File: config.mk
export PLATFORM = sky130hd
export DESIGN_NAME = disk_block_allocator
export DESIGN_NICKNAME = d
export VERILOG_FILES = /design/src/design/dba_pkg.sv /design/src/design/disk_block_allocator.sv /design/src/design/dba_owner_ram.sv /design/src/design/dba_engine.sv
export SDC_FILE = /design/constraint.sdc
export NUM_CORES = 1
export LEC_CHECK = 0
export ABC_AREA = 1
export BUFFER_PORTS_ARGS = -buffer_cell sky130_fd_sc_hd__buf_2
export CAP_MARGIN = 10
export CELL_PAD_IN_SITES_DETAIL_PLACEMENT = 1
export CELL_PAD_IN_SITES_GLOBAL_PLACEMENT = 1
export CORE_MARGIN = 2
export CORE_UTILIZATION = 45
export DETAILED_ROUTE_END_ITERATION = 8
export GPL_TIMING_DRIVEN = 0
export HOLD_SLACK_MARGIN = 0.06
export PLACE_DENSITY_LB_ADDON = 0.1
export SYNTH_ARGS = -nofsm -noshare
export SYNTH_HDL_FRONTEND = slang
export SYNTH_SLANG_ARGS = --single-unit
File: constraint.sdc
create_clock -name clk -period 6.63 [get_ports clk]
set_clock_uncertainty 0.1 [all_clocks]
set_input_delay 0 -clock clk [delete_from_list [all_inputs] [get_ports clk]]
set_output_delay 0 -clock clk [all_outputs]
set_load 0.1 [all_outputs]
File: src/design/dba_pkg.sv
`default_nettype none

package dba_pkg;

	// Default disk size in blocks.
	localparam int NUM_BLOCKS_DEF = 64;

	// Fixed field widths.
	localparam int ID_W   = 8;
	localparam int LEN_W  = 7;
	localparam int MODE_W = 2;

	// Longest file that a single create may ask for.
	localparam logic [LEN_W-1:0] MAX_LEN = 7'd64;

	// Request kinds.
	localparam logic OP_CREATE = 1'b0;
	localparam logic OP_DELETE = 1'b1;

	// Allocation strategies; the two remaining codes both select indexed allocation.
	localparam logic [MODE_W-1:0] MODE_CONTIG  = 2'd0;
	localparam logic [MODE_W-1:0] MODE_LINKED  = 2'd1;
	localparam logic [MODE_W-1:0] MODE_INDEXED = 2'd2;
	localparam logic [MODE_W-1:0] MODE_SPARE   = 2'd3;

	// Answer codes.
	typedef enum logic [2:0] {
		ST_OK        = 3'd0,
		ST_NO_SPACE  = 3'd1,
		ST_EXISTS    = 3'd2,
		ST_NOT_FOUND = 3'd3,
		ST_ZERO_LEN  = 3'd4
	} status_t;

endpackage

`default_nettype wire

File: src/design/disk_block_allocator.sv
// Delete: one sweep over the owner table, then one answer beat.
// Create: one sweep over the owner table, then, if space is found, a second sweep from the
//   first chosen block, one block per cycle while the output register can take each beat.
// One request at a time: the owner RAM's single read port sets the pace of both sweeps.
// After reset the owner RAM is cleared one entry per cycle, every entry in turn, with in_ready low.
`default_nettype none

module disk_block_allocator import dba_pkg::*; #(
	parameter int NUM_BLOCKS = NUM_BLOCKS_DEF,
	localparam int AW = $clog2(NUM_BLOCKS),
	localparam int CW = $clog2(NUM_BLOCKS + 1)
) (
	input  wire logic              clk,
	input  wire logic              arst_n,

	input  wire logic              cfg_wr_en,
	input  wire logic [MODE_W-1:0] cfg_wr_data,

	input  wire logic              in_valid,
	output logic                   in_ready,
	input  wire logic              op,
	input  wire logic [ID_W-1:0]   file_id,
	input  wire logic [LEN_W-1:0]  file_length,

	output logic                   out_valid,
	input  wire logic              out_ready,
	output logic      [2:0]        status,
	output logic      [AW-1:0]     block_number,
	output logic      [CW-1:0]     link_block,
	output logic                   last
);

	// The user must change the allocation mode only while the block is idle (the block does
	// not enforce it), so the engine may read it directly throughout a request.
	logic [MODE_W-1:0] alloc_mode_q;

	// Output register: it parts the engine from the consumer, so the engine keeps
	// sweeping whenever the register is empty or is being emptied in this cycle.
	logic          out_valid_q;
	status_t       status_q;
	logic [AW-1:0] block_q;
	logic [CW-1:0] link_q;
	logic          last_q;

	logic          slot_free;
	logic          em_valid;
	status_t       em_status;
	logic [AW-1:0] em_block;
	logic [CW-1:0] em_link;
	logic          em_last;

	logic            mem_rd_en;
	logic [AW-1:0]   mem_rd_addr;
	logic [ID_W-1:0] mem_rd_data;
	logic            mem_wr_en;
	logic [AW-1:0]   mem_wr_addr;
	logic [ID_W-1:0] mem_wr_data;

	assign slot_free = !out_valid_q || out_ready;

	always_ff @(posedge clk or negedge arst_n) begin
		if (!arst_n) begin
			alloc_mode_q <= MODE_CONTIG;
		end else if (cfg_wr_en) begin
			alloc_mode_q <= cfg_wr_data;
		end
	end

	always_ff @(posedge clk or negedge arst_n) begin
		if (!arst_n) begin
			out_valid_q <= 1'b0;
		end else if (em_valid) begin
			out_valid_q <= 1'b1;
		end else if (out_ready) begin
			out_valid_q <= 1'b0;
		end
	end

	// Payload needs no reset; it is only looked at while out_valid is high.
	always_ff @(posedge clk) begin
		if (em_valid) begin
			status_q <= em_status;
			block_q  <= em_block;
			link_q   <= em_link;
			last_q   <= em_last;
		end
	end

	assign out_valid    = out_valid_q;
	assign status       = status_q;
	assign block_number = block_q;
	assign link_block   = link_q;
	assign last         = last_q;

	dba_owner_ram #(
		.NUM_BLOCKS (NUM_BLOCKS)
	) u_owner_ram (
		.clk     (clk),
		.rd_en   (mem_rd_en),
		.rd_addr (mem_rd_addr),
		.rd_data (mem_rd_data),
		.wr_en   (mem_wr_en),
		.wr_addr (mem_wr_addr),
		.wr_data (mem_wr_data)
	);

	dba_engine #(
		.NUM_BLOCKS (NUM_BLOCKS)
	) u_engine (
		.clk         (clk),
		.arst_n      (arst_n),
		.alloc_mode  (alloc_mode_q),
		.req_valid   (in_valid),
		.req_ready   (in_ready),
		.req_op      (op),
		.req_id      (file_id),
		.req_len     (file_length),
		.slot_free   (slot_free),
		.em_valid    (em_valid),
		.em_status   (em_status),
		.em_block    (em_block),
		.em_link     (em_link),
		.em_last     (em_last),
		.mem_rd_en   (mem_rd_en),
		.mem_rd_addr (mem_rd_addr),
		.mem_rd_data (mem_rd_data),
		.mem_wr_en   (mem_wr_en),
		.mem_wr_addr (mem_wr_addr),
		.mem_wr_data (mem_wr_data)
	);

endmodule

`default_nettype wire

File: src/design/dba_owner_ram.sv
`default_nettype none

module dba_owner_ram import dba_pkg::*; #(
	parameter int NUM_BLOCKS = NUM_BLOCKS_DEF,
	localparam int AW = $clog2(NUM_BLOCKS)
) (
	input  wire logic            clk,
	input  wire logic            rd_en,
	input  wire logic [AW-1:0]   rd_addr,
	output logic      [ID_W-1:0] rd_data,
	input  wire logic            wr_en,
	input  wire logic [AW-1:0]   wr_addr,
	input  wire logic [ID_W-1:0] wr_data
);

	// One owner id per block; 0 marks a free block.
	logic [ID_W-1:0] mem_q [NUM_BLOCKS];

	always_ff @(posedge clk) begin
		if (wr_en) begin
			mem_q[wr_addr] <= wr_data;
		end
	end

	// Read data holds while the read enable is low.
	always_ff @(posedge clk) begin
		if (rd_en) begin
			rd_data <= mem_q[rd_addr];
		end
	end

endmodule

`default_nettype wire

File: src/design/dba_engine.sv
`default_nettype none

module dba_engine import dba_pkg::*; #(
	parameter int NUM_BLOCKS = NUM_BLOCKS_DEF,
	localparam int AW = $clog2(NUM_BLOCKS),
	localparam int CW = $clog2(NUM_BLOCKS + 1)
) (
	input  wire logic              clk,
	input  wire logic              arst_n,
	input  wire logic [MODE_W-1:0] alloc_mode,
	input  wire logic              req_valid,
	output logic                   req_ready,
	input  wire logic              req_op,
	input  wire logic [ID_W-1:0]   req_id,
	input  wire logic [LEN_W-1:0]  req_len,
	input  wire logic              slot_free,
	output logic                   em_valid,
	output status_t                em_status,
	output logic      [AW-1:0]     em_block,
	output logic      [CW-1:0]     em_link,
	output logic                   em_last,
	output logic                   mem_rd_en,
	output logic      [AW-1:0]     mem_rd_addr,
	input  wire logic [ID_W-1:0]   mem_rd_data,
	output logic                   mem_wr_en,
	output logic      [AW-1:0]     mem_wr_addr,
	output logic      [ID_W-1:0]   mem_wr_data
);

	localparam int XW = (CW > LEN_W) ? CW : LEN_W;
	localparam logic [CW-1:0] LINK_NONE = CW'(NUM_BLOCKS);

	typedef enum logic [2:0] {
		S_CLEAR, S_IDLE, S_SCAN1, S_SCAN2, S_FINAL, S_RESP
	} state_t;

	state_t           state_q;
	logic [CW-1:0]    rd_addr_q;
	logic             vld_s1;
	logic [AW-1:0]    addr_s1;
	logic [CW-1:0]    cnt_q;
	logic             found_q;
	logic             present_q;
	logic [AW-1:0]    start_q;
	logic             pend_v_q;
	logic [AW-1:0]    pend_blk_q;
	logic             op_q;
	logic [ID_W-1:0]  id_q;
	logic [LEN_W-1:0] len_q;
	status_t          resp_q;

	logic          contig, indexed, is_free, last_addr, stall, advance, issue_done;
	logic          hit, present_nxt, found_nxt;
	logic [CW-1:0] cnt_inc, cnt_nxt;
	logic [XW-1:0] len_ext;
	logic [AW-1:0] start_nxt;

	always_comb begin
		contig      = (alloc_mode == MODE_CONTIG);
		indexed     = (alloc_mode != MODE_CONTIG) && (alloc_mode != MODE_LINKED);
		is_free     = (mem_rd_data == '0);
		last_addr   = (addr_s1 == AW'(NUM_BLOCKS - 1));
		issue_done  = (rd_addr_q == CW'(NUM_BLOCKS));
		len_ext     = XW'(len_q);
		cnt_inc     = cnt_q + CW'(1);
		present_nxt = present_q || (mem_rd_data == id_q);

		// Contiguous mode counts the current free run, the others all free blocks so far.
		if (is_free) begin
			cnt_nxt = cnt_inc;
		end else if (contig) begin
			cnt_nxt = '0;
		end else begin
			cnt_nxt = cnt_q;
		end
		hit       = !found_q && is_free && (XW'(cnt_inc) == len_ext);
		found_nxt = found_q || hit;

		start_nxt = start_q;
		if (contig) begin
			if (hit) begin
				start_nxt = AW'(XW'(addr_s1) + XW'(1) - len_ext);
			end
		end else if (is_free && (cnt_q == '0)) begin
			start_nxt = addr_s1;
		end

		stall   = (state_q == S_SCAN2) && vld_s1 && is_free && pend_v_q && !slot_free;
		advance = !stall;

		req_ready   = (state_q == S_IDLE);
		mem_rd_en   = advance && !issue_done && ((state_q == S_SCAN1) || (state_q == S_SCAN2));
		mem_rd_addr = rd_addr_q[AW-1:0];

		mem_wr_en   = 1'b0;
		mem_wr_addr = addr_s1;
		mem_wr_data = '0;
		em_valid    = 1'b0;
		em_status   = ST_OK;
		em_block    = '0;
		em_link     = LINK_NONE;
		em_last     = 1'b0;

		unique case (state_q)
			S_CLEAR: begin
				mem_wr_en   = 1'b1;
				mem_wr_addr = rd_addr_q[AW-1:0];
			end
			S_SCAN1: begin
				mem_wr_en = vld_s1 && (op_q == OP_DELETE) && (mem_rd_data == id_q);
			end
			S_SCAN2: begin
				mem_wr_en   = vld_s1 && is_free && !stall;
				mem_wr_data = id_q;
				// Picking a new block releases the one picked before it.
				if (vld_s1 && is_free && pend_v_q) begin
					em_valid = slot_free;
					em_block = pend_blk_q;
					em_link  = indexed ? CW'(start_q) : CW'(addr_s1);
				end
			end
			S_FINAL: begin
				em_valid = slot_free;
				em_block = pend_blk_q;
				em_link  = indexed ? CW'(start_q) : LINK_NONE;
				em_last  = 1'b1;
			end
			S_RESP: begin
				em_valid  = slot_free;
				em_status = resp_q;
				em_last   = 1'b1;
			end
			default: begin
			end
		endcase
	end

	always_ff @(posedge clk or negedge arst_n) begin
		if (!arst_n) begin
			state_q   <= S_CLEAR;
			rd_addr_q <= '0;
			vld_s1    <= 1'b0;
			cnt_q     <= '0;
			found_q   <= 1'b0;
			present_q <= 1'b0;
			pend_v_q  <= 1'b0;
		end else begin
			unique case (state_q)
				S_CLEAR: begin
					rd_addr_q <= rd_addr_q + CW'(1);
					if (rd_addr_q == CW'(NUM_BLOCKS - 1)) begin
						rd_addr_q <= '0;
						state_q   <= S_IDLE;
					end
				end
				S_IDLE: begin
					if (req_valid) begin
						op_q      <= req_op;
						id_q      <= req_id;
						len_q     <= req_len;
						rd_addr_q <= '0;
						vld_s1    <= 1'b0;
						cnt_q     <= '0;
						found_q   <= 1'b0;
						present_q <= 1'b0;
						pend_v_q  <= 1'b0;
						state_q   <= S_SCAN1;
					end
				end
				S_SCAN1: begin
					vld_s1  <= mem_rd_en;
					addr_s1 <= rd_addr_q[AW-1:0];
					if (mem_rd_en) begin
						rd_addr_q <= rd_addr_q + CW'(1);
					end
					if (vld_s1) begin
						cnt_q     <= cnt_nxt;
						present_q <= present_nxt;
						found_q   <= found_nxt;
						start_q   <= start_nxt;
						if (last_addr) begin
							vld_s1   <= 1'b0;
							cnt_q    <= '0;
							pend_v_q <= 1'b0;
							state_q  <= S_RESP;
							if (op_q == OP_DELETE) begin
								resp_q <= ((id_q == '0) || !present_nxt) ? ST_NOT_FOUND
									: ST_OK;
							end else if ((id_q == '0) || present_nxt) begin
								resp_q <= ST_EXISTS;
							end else if (len_q == '0) begin
								resp_q <= ST_ZERO_LEN;
							end else if ((len_q > MAX_LEN) || (len_ext > XW'(NUM_BLOCKS))
								|| !found_nxt) begin
								resp_q <= ST_NO_SPACE;
							end else begin
								rd_addr_q <= CW'(start_nxt);
								state_q   <= S_SCAN2;
							end
						end
					end
				end
				S_SCAN2: begin
					if (advance) begin
						vld_s1  <= mem_rd_en;
						addr_s1 <= rd_addr_q[AW-1:0];
						if (mem_rd_en) begin
							rd_addr_q <= rd_addr_q + CW'(1);
						end
						if (vld_s1 && is_free) begin
							pend_v_q   <= 1'b1;
							pend_blk_q <= addr_s1;
							cnt_q      <= cnt_inc;
							if (XW'(cnt_inc) == len_ext) begin
								vld_s1  <= 1'b0;
								state_q <= S_FINAL;
							end
						end
					end
				end
				S_FINAL, S_RESP: begin
					if (slot_free) begin
						state_q <= S_IDLE;
					end
				end
				default: begin
					state_q <= S_IDLE;
				end
			endcase
		end
	end

	a_emit_needs_slot: assert property (@(posedge clk) disable iff (!arst_n)
		em_valid |-> slot_free)
		else $error("result beat issued while the output register is occupied");

	a_no_write_when_idle: assert property (@(posedge clk) disable iff (!arst_n)
		(state_q == S_IDLE) |-> !mem_wr_en)
		else $error("owner table written while no request is in progress");

	a_last_ends_request: assert property (@(posedge clk) disable iff (!arst_n)
		(em_valid && em_last) |=> (state_q == S_IDLE))
		else $error("request still active after its final beat");

	a_stall_holds_read: assert property (@(posedge clk) disable iff (!arst_n)
		(stall && (state_q == S_SCAN2)) |=> (vld_s1 && $stable(addr_s1)))
		else $error("scan stage moved on while stalled");

	a_count_in_range: assert property (@(posedge clk) disable iff (!arst_n)
		cnt_q <= CW'(NUM_BLOCKS))
		else $error("block counter exceeds the disk size");

endmodule

`default_nettype wire

Word level (Yosys, flattened, before mapping) --
Memory sizes are Yosys's and may differ from the RTL's. A register that Yosys moved wholly into a read port is not among the register bits. Index checks and enable logic that the tools add are counted.
Storage, ports and cells: register bits after elaboration 78, memory bits (writable) 512, input bits 23, output and inout port bits 19, word-level logic and storage cells 174, memories kept 1
Memories:
- u_owner_ram.mem_q | words 64, width 8, read ports 1, clocked after memory_dff 1, wr ports 1, line dba_owner_ram.sv:17 | logic [ID_W-1:0] mem_q [NUM_BLOCKS];
Cells by class: $add $sub $neg 4, order comparisons 1, equal/unequal tests 20, muxes and demuxes 73, bitwise logic cells 1, reduce and logical (&&, ||, !) cells 54
Operators with widths (number):
- $mux 7 | 18
- $mux 3 | 16
- $mux 6 | 7
- $pmux 7 s4 | 1
- $pmux 6 s2 | 2
- $pmux 7 s3 | 1
- $mux 1 | 18
- $reduce_and 3->1 | 6
- $logic_not 8->1 | 2
- $logic_and 1x1->1 | 15
- $pmux 3 s5 | 1
- $add 7x1->7 const B | 2
- $logic_not 7->1 | 2
- $pmux 7 s2 | 1
- $reduce_and 6->1 | 2
- $ne 2x1->1 const B | 5
- $pmux 1 s3 | 3
- $eq 8x8->1 | 1
- $mux 8 | 1
- $ne 2x2->1 const B | 4
- $reduce_and 8->1 | 1
- $reduce_bool 2->1 | 4
- $reduce_bool 4->1 | 2
- $eq 7x6->1 const B | 1
- other kinds (21) | 37

Longest topological paths before layout --
depth in word-level cells 16, mapped depth 18, depth with buffers taken out 18

Hierarchy --
A second synthesis with hierarchy kept.
Second synthesis, totals: cells, all modules 2367, area, all modules 26092.5 µm²
Modules (own cells, without submodules):
- dba_owner_ram | times used 1, cells an instance 1802, area an instance 21334.2 µm², seq. area each 15615.0 µm²
- dba_engine | times used 1, cells an instance 534, area an instance 4131.5 µm², seq. area each 1636.6 µm²
- disk_block_allocator | times used 1, cells an instance 31, area an instance 626.9 µm², seq. area each 585.6 µm²

Worst setup path before layout --
No wires, ideal clock.
path type reg2reg, from reg u_engine.state_q[2], to mem u_owner_ram.mem_q[0][0], data pin, setup time 499 ps, data arrival time 2312 ps, required time 6031 ps, slack 3719 ps, stages on the path, launching flop included 5, buffers on the path 1, clock period less this slack 2911 ps, cells stage by stage dfrtp_1 -> nor2_4 -> nand2_1 -> buf_2 -> nor2_1
Between the ends: cells in the longest elaborated chain, start to end 2
Ends and longest elaborated chain:
- start, declared | line dba_engine.sv:37 | state_t state_q;
- start signal, assigned | line dba_engine.sv:140 | state_q <= S_CLEAR;
- start signal, assigned | line dba_engine.sv:153 | state_q <= S_IDLE;
- start signal, assigned | line dba_engine.sv:167 | state_q <= S_SCAN1;
- $eq 3x2->1 | line dba_engine.sv:104 | unique case (state_q)
- $mux 8 | line dba_engine.sv:104
- named net mem_wr_data[0] | line disk_block_allocator.sv:57 | logic [ID_W-1:0] mem_wr_data;
- end, declared | line dba_owner_ram.sv:17
The timed path passes the listed nets, and every way through them passes these cells.

Worst setup path after layout --
from reg u_engine.rd_addr_q[1], to mem u_owner_ram.mem_q[23][3], enable pin
Between the ends: cells in the longest elaborated chain, start to end 1
Ends and longest elaborated chain:
- start, declared | line dba_engine.sv:38 | logic [CW-1:0] rd_addr_q;
- start signal, assigned | line dba_engine.sv:150 | rd_addr_q <= rd_addr_q + CW'(1);
- start signal, assigned | line dba_engine.sv:174 | rd_addr_q <= rd_addr_q + CW'(1);
- start signal, assigned | line dba_engine.sv:197 | rd_addr_q <= CW'(start_nxt);
- $mux 6 | line dba_engine.sv:104
No other way between the ends.

==> results_dict.tcl <==
set metrics [dict create \
    clock_path_buffers 3 \
    fp.dieH_um 240.4 \
    grt_usage_pct 31.99 \
    ys_warn_count 0 \
    drtIter0Drc 2043 \
    setup_tns_ns 0 \
    cap_violations 0 \
    fmax_mhz 224.7 \
    firstDrtPassIters 6 \
    grt_antenna_before_repair 2 \
    crit_type "register to register" \
    numCtsBuffers 67 \
    n_antenna_cell 0 \
    wl_um 90450 \
    crit_path_start "u_engine.rd_addr_q[1]" \
    clock_latency_ns 0.63 \
    root_buffer "clkbuf_16" \
    cp-endpoint "u_owner_ram.mem_q[23][3]" \
    grt_pass1_wl_um 129800 \
    synthCells 2119 \
    nets 2322 \
    seqCellArea_sq_mm 0.01784 \
    cp.required_ns 6.76 \
    p_total_mw 13.27 \
    via_count 18386 \
    syn_avg_cell_area_sq_um 11.87 \
    hold_violations 0 \
    synth-async-reset-ratio_pct 4.013 \
    worst_pin_slew_ns 1.207 \
    routabilityCongestion 0.9452 \
    slew_headroom_pct 19.26 \
    grt_max_degree 41 \
    final_cell_area_sq_mm 0.02913 \
    synth_fp_nets 2156 \
    arrival_ns 4.58 \
    clock-sinks 598 \
    grt_pass1_vias 19016 \
    fill_cells 5661 \
    cts_tree "yes" \
    numPortBuffers 41 \
    cp_max_fo 10 \
    final_cells 3086 \
    postPlaceCellArea_sq_mm 0.02656 \
    seq_area_frac_synth_pct 70.94 \
    vdd_drop_max_uv 235.3 \
    netlist_area_sq_mm 0.02514 \
    grt_overflow 0 \
    synthTopCellsByArea "edfxtp_1 69%, o21ai_0 5.9%, nor2_1 5.6%, nand2_1 3.1%, dfrtp_1 2.4%" \
    rows 86 \
    period_needed_ns 4.450 \
    drive_above_1_share_pct 8.982 \
    dieArea_sq_mm 0.05778 \
    die_width_um 240.4 \
    area_growth_pct 15.84 \
    routed_via_density 5.958 \
    finalMaxSlewViolations 0 \
    period_share_pct 67.12 \
    cp-start-kind "register" \
    synth_largest_area_cell "edfxtp_1" \
    dp_hpwl_um 62030 \
    synthDistinctLibCells 47 \
    yosysTopAreaCellShare_pct 68.55 \
    hold_class "primary input to register" \
    ios 42 \
    yosys_most_used_dff "edfxtp_1" \
    r2r_slack_ns 2.18 \
    r2r-end "u_owner_ram.mem_q[23][3]" \
    multiInputGateArea_sq_mm 0.006319 \
    worstRegToRegCells 9 \
    pwr_density_cell_mw_per_mm2 455.5 \
    start_util_pct 45.55 \
    drc 0 \
    synth-edff-count 574 \
    htree_levels 3 \
    rsz0062_at_grt "false" \
    status "finished, final reports clean" \
    timing.rr.start "u_engine.rd_addr_q[1]" \
    power.leakage_nw 9.864 \
    core-area_sq_mm 0.05520 \
    detail_route.wl_per_cell_um 29.31 \
    ys_seq_elements 598 \
    dp.cells 2919 \
    ant_nets 0 \
    end_kind "register" \
    clkTransAtPathRegs_ns 0.06 \
    post_cts_buffers 0 \
    finalSetupViolCount 0 \
]
-- cells by family (layout without fill, tap and decap cells) --
logic type / Yosys count / after routing / synth area share [%]
flops: 598 / 598 / 70.94
xor+xnor: 17 / 17 / 0.5921
compound gates: 519 / 519 / 11.97
simple gates: 701 / 701 / 11.55
mux: 1 / 1 / 0.04478
buf+inv: 269 / 488 / 4.180
fa+ha+maj: 14 / 14 / 0.7265
-- repair_timing --
| item | in CTS | in global routing |
|---|---|---|
| endpoints found under the hold margin | 68 | 0 |
| resized for setup | 0 | 0 |
| hold buffers | 44 | 0 |
-- Yosys cell counts (2+ instances only) --
library cell / count
nor2_4: 7
o221ai_1: 39
nand3_1: 71
nand2_2: 4
o211ai_1: 18
a211oi_1: 6
a21oi_1: 41
nand2_1: 210
and3_1: 3
clkbuf_1: 86
nand3_4: 2
inv_2: 13
a221oi_1: 4
a22oi_1: 2
nor2_1: 377
xnor2_1: 12
nand3b_1: 4
a22o_1: 4
ha_1: 13
xor2_1: 5
o21ai_1: 6
nor3_1: 6
a32o_1: 2
a31oi_1: 5
inv_1: 141
buf_2: 24
edfxtp_1: 574
o22ai_1: 94
dfrtp_1: 24
nor2_2: 4
buf_1: 2
o21ai_0: 294
nand4_1: 8
-- critical path, cell delays in order, from the launching register on --
cell and delay [ns]:
dfrtp_1 0.54, inv_1 0.19, clkbuf_1 0.42, o21ai_0 0.86, inv_1 0.16, nor2_1 0.13, inv_1 0.06, nor2_1 0.48
nand2_1 0.18, nor2_1 0.94
-- through the flow --
stage / utilization [%] / worst slack, ns / hold slack, ns
floorplan: - / 3.719 / -0.3956
global placement: 47.62 / 1.143 / -0.01967
detailed placement: 48.12 / 2.283 / 0.0009276
CTS: 52.75 / 2.257 / 0.1702
global route: 52.77 / 2.235 / 0.2436
finish: 52.77 / 2.180 / 0.2083
-- layout by cell type (no fill, tap or decap), types with 18 or more instances in the layout --
cell type      netlist  final
a21oi_1             41     41
buf_2               24     65
clkbuf_1            86    106
clkbuf_16            0     70
dfrtp_1             24     24
dlygate4sd3_1        0     43
edfxtp_1           574    574
inv_1              141    141
nand2_1            210    210
nand3_1             71     71
nor2_1             377    368
o211ai_1            18     18
o21ai_0            294    294
o221ai_1            39     39
o22ai_1             94     94
-- where the power goes --
group | switching, mW | internal (mW) | total (mW)
Clock | 1.53 | 2.10 | 3.63
Combinational | 3.87 | 1.13 | 5.00
Sequential | 0.128 | 4.51 | 4.64
-- cell type report --
class | count | share of cell area [%]
Buffer | 114 | 1.611
Sequential cell | 598 | 61.24
Clock inverter | 32 | 0.9536
Timing Repair Buffer | 97 | 3.024
Inverter | 155 | 1.997
Clock buffer | 90 | 6.271
Tap cell | 748 | 3.213
Multi-Input combinational cell | 1252 | 21.69
-- layer usage --
layer,global-route usage [%],part of all wire [%],vias up
met5,0,0,-
met4,16.13,5.4,0
met3,5.063,6.4,217
met2,54.09,49,793
met1,39.98,39,9422
li1,-,-,7954
-- flip-flops by register name (all words and copies together), names as in the netlist, 2 cells and up --
| register | flops |
|---|---|
| alloc_mode_q | 2 |
| block_number | 6 |
| link_block | 7 |
| status | 3 |
| u_engine.addr_s1 | 6 |
| u_engine.cnt_q | 7 |
| u_engine.id_q | 8 |
| u_engine.len_ext | 7 |
| u_engine.pend_blk_q | 6 |
| u_engine.rd_addr_q | 7 |
| u_engine.resp_q | 3 |
| u_engine.start_q | 6 |
| u_engine.state_q | 3 |
| u_owner_ram.mem_q | 512 |
| u_owner_ram.rd_data | 8 |
-- how the worst min path moves through the flow --
stage | start | endpoint | slack, ns | depth (start not counted)
6_report | out_ready | out_valid | 0.21 | 5
3_5_place_dp | arst_n | u_engine.cnt_q[3] | 0.0009 | 1
4_1_cts | out_ready | out_valid | 0.17 | 5
5_1_grt | out_ready | out_valid | 0.24 | 5
3_3_place_gp | arst_n | u_engine.cnt_q[3] | -0.02 | 1
2_1_floorplan | arst_n | alloc_mode_q[0] | -0.40 | 0
(Power assumes the default switching activity.)
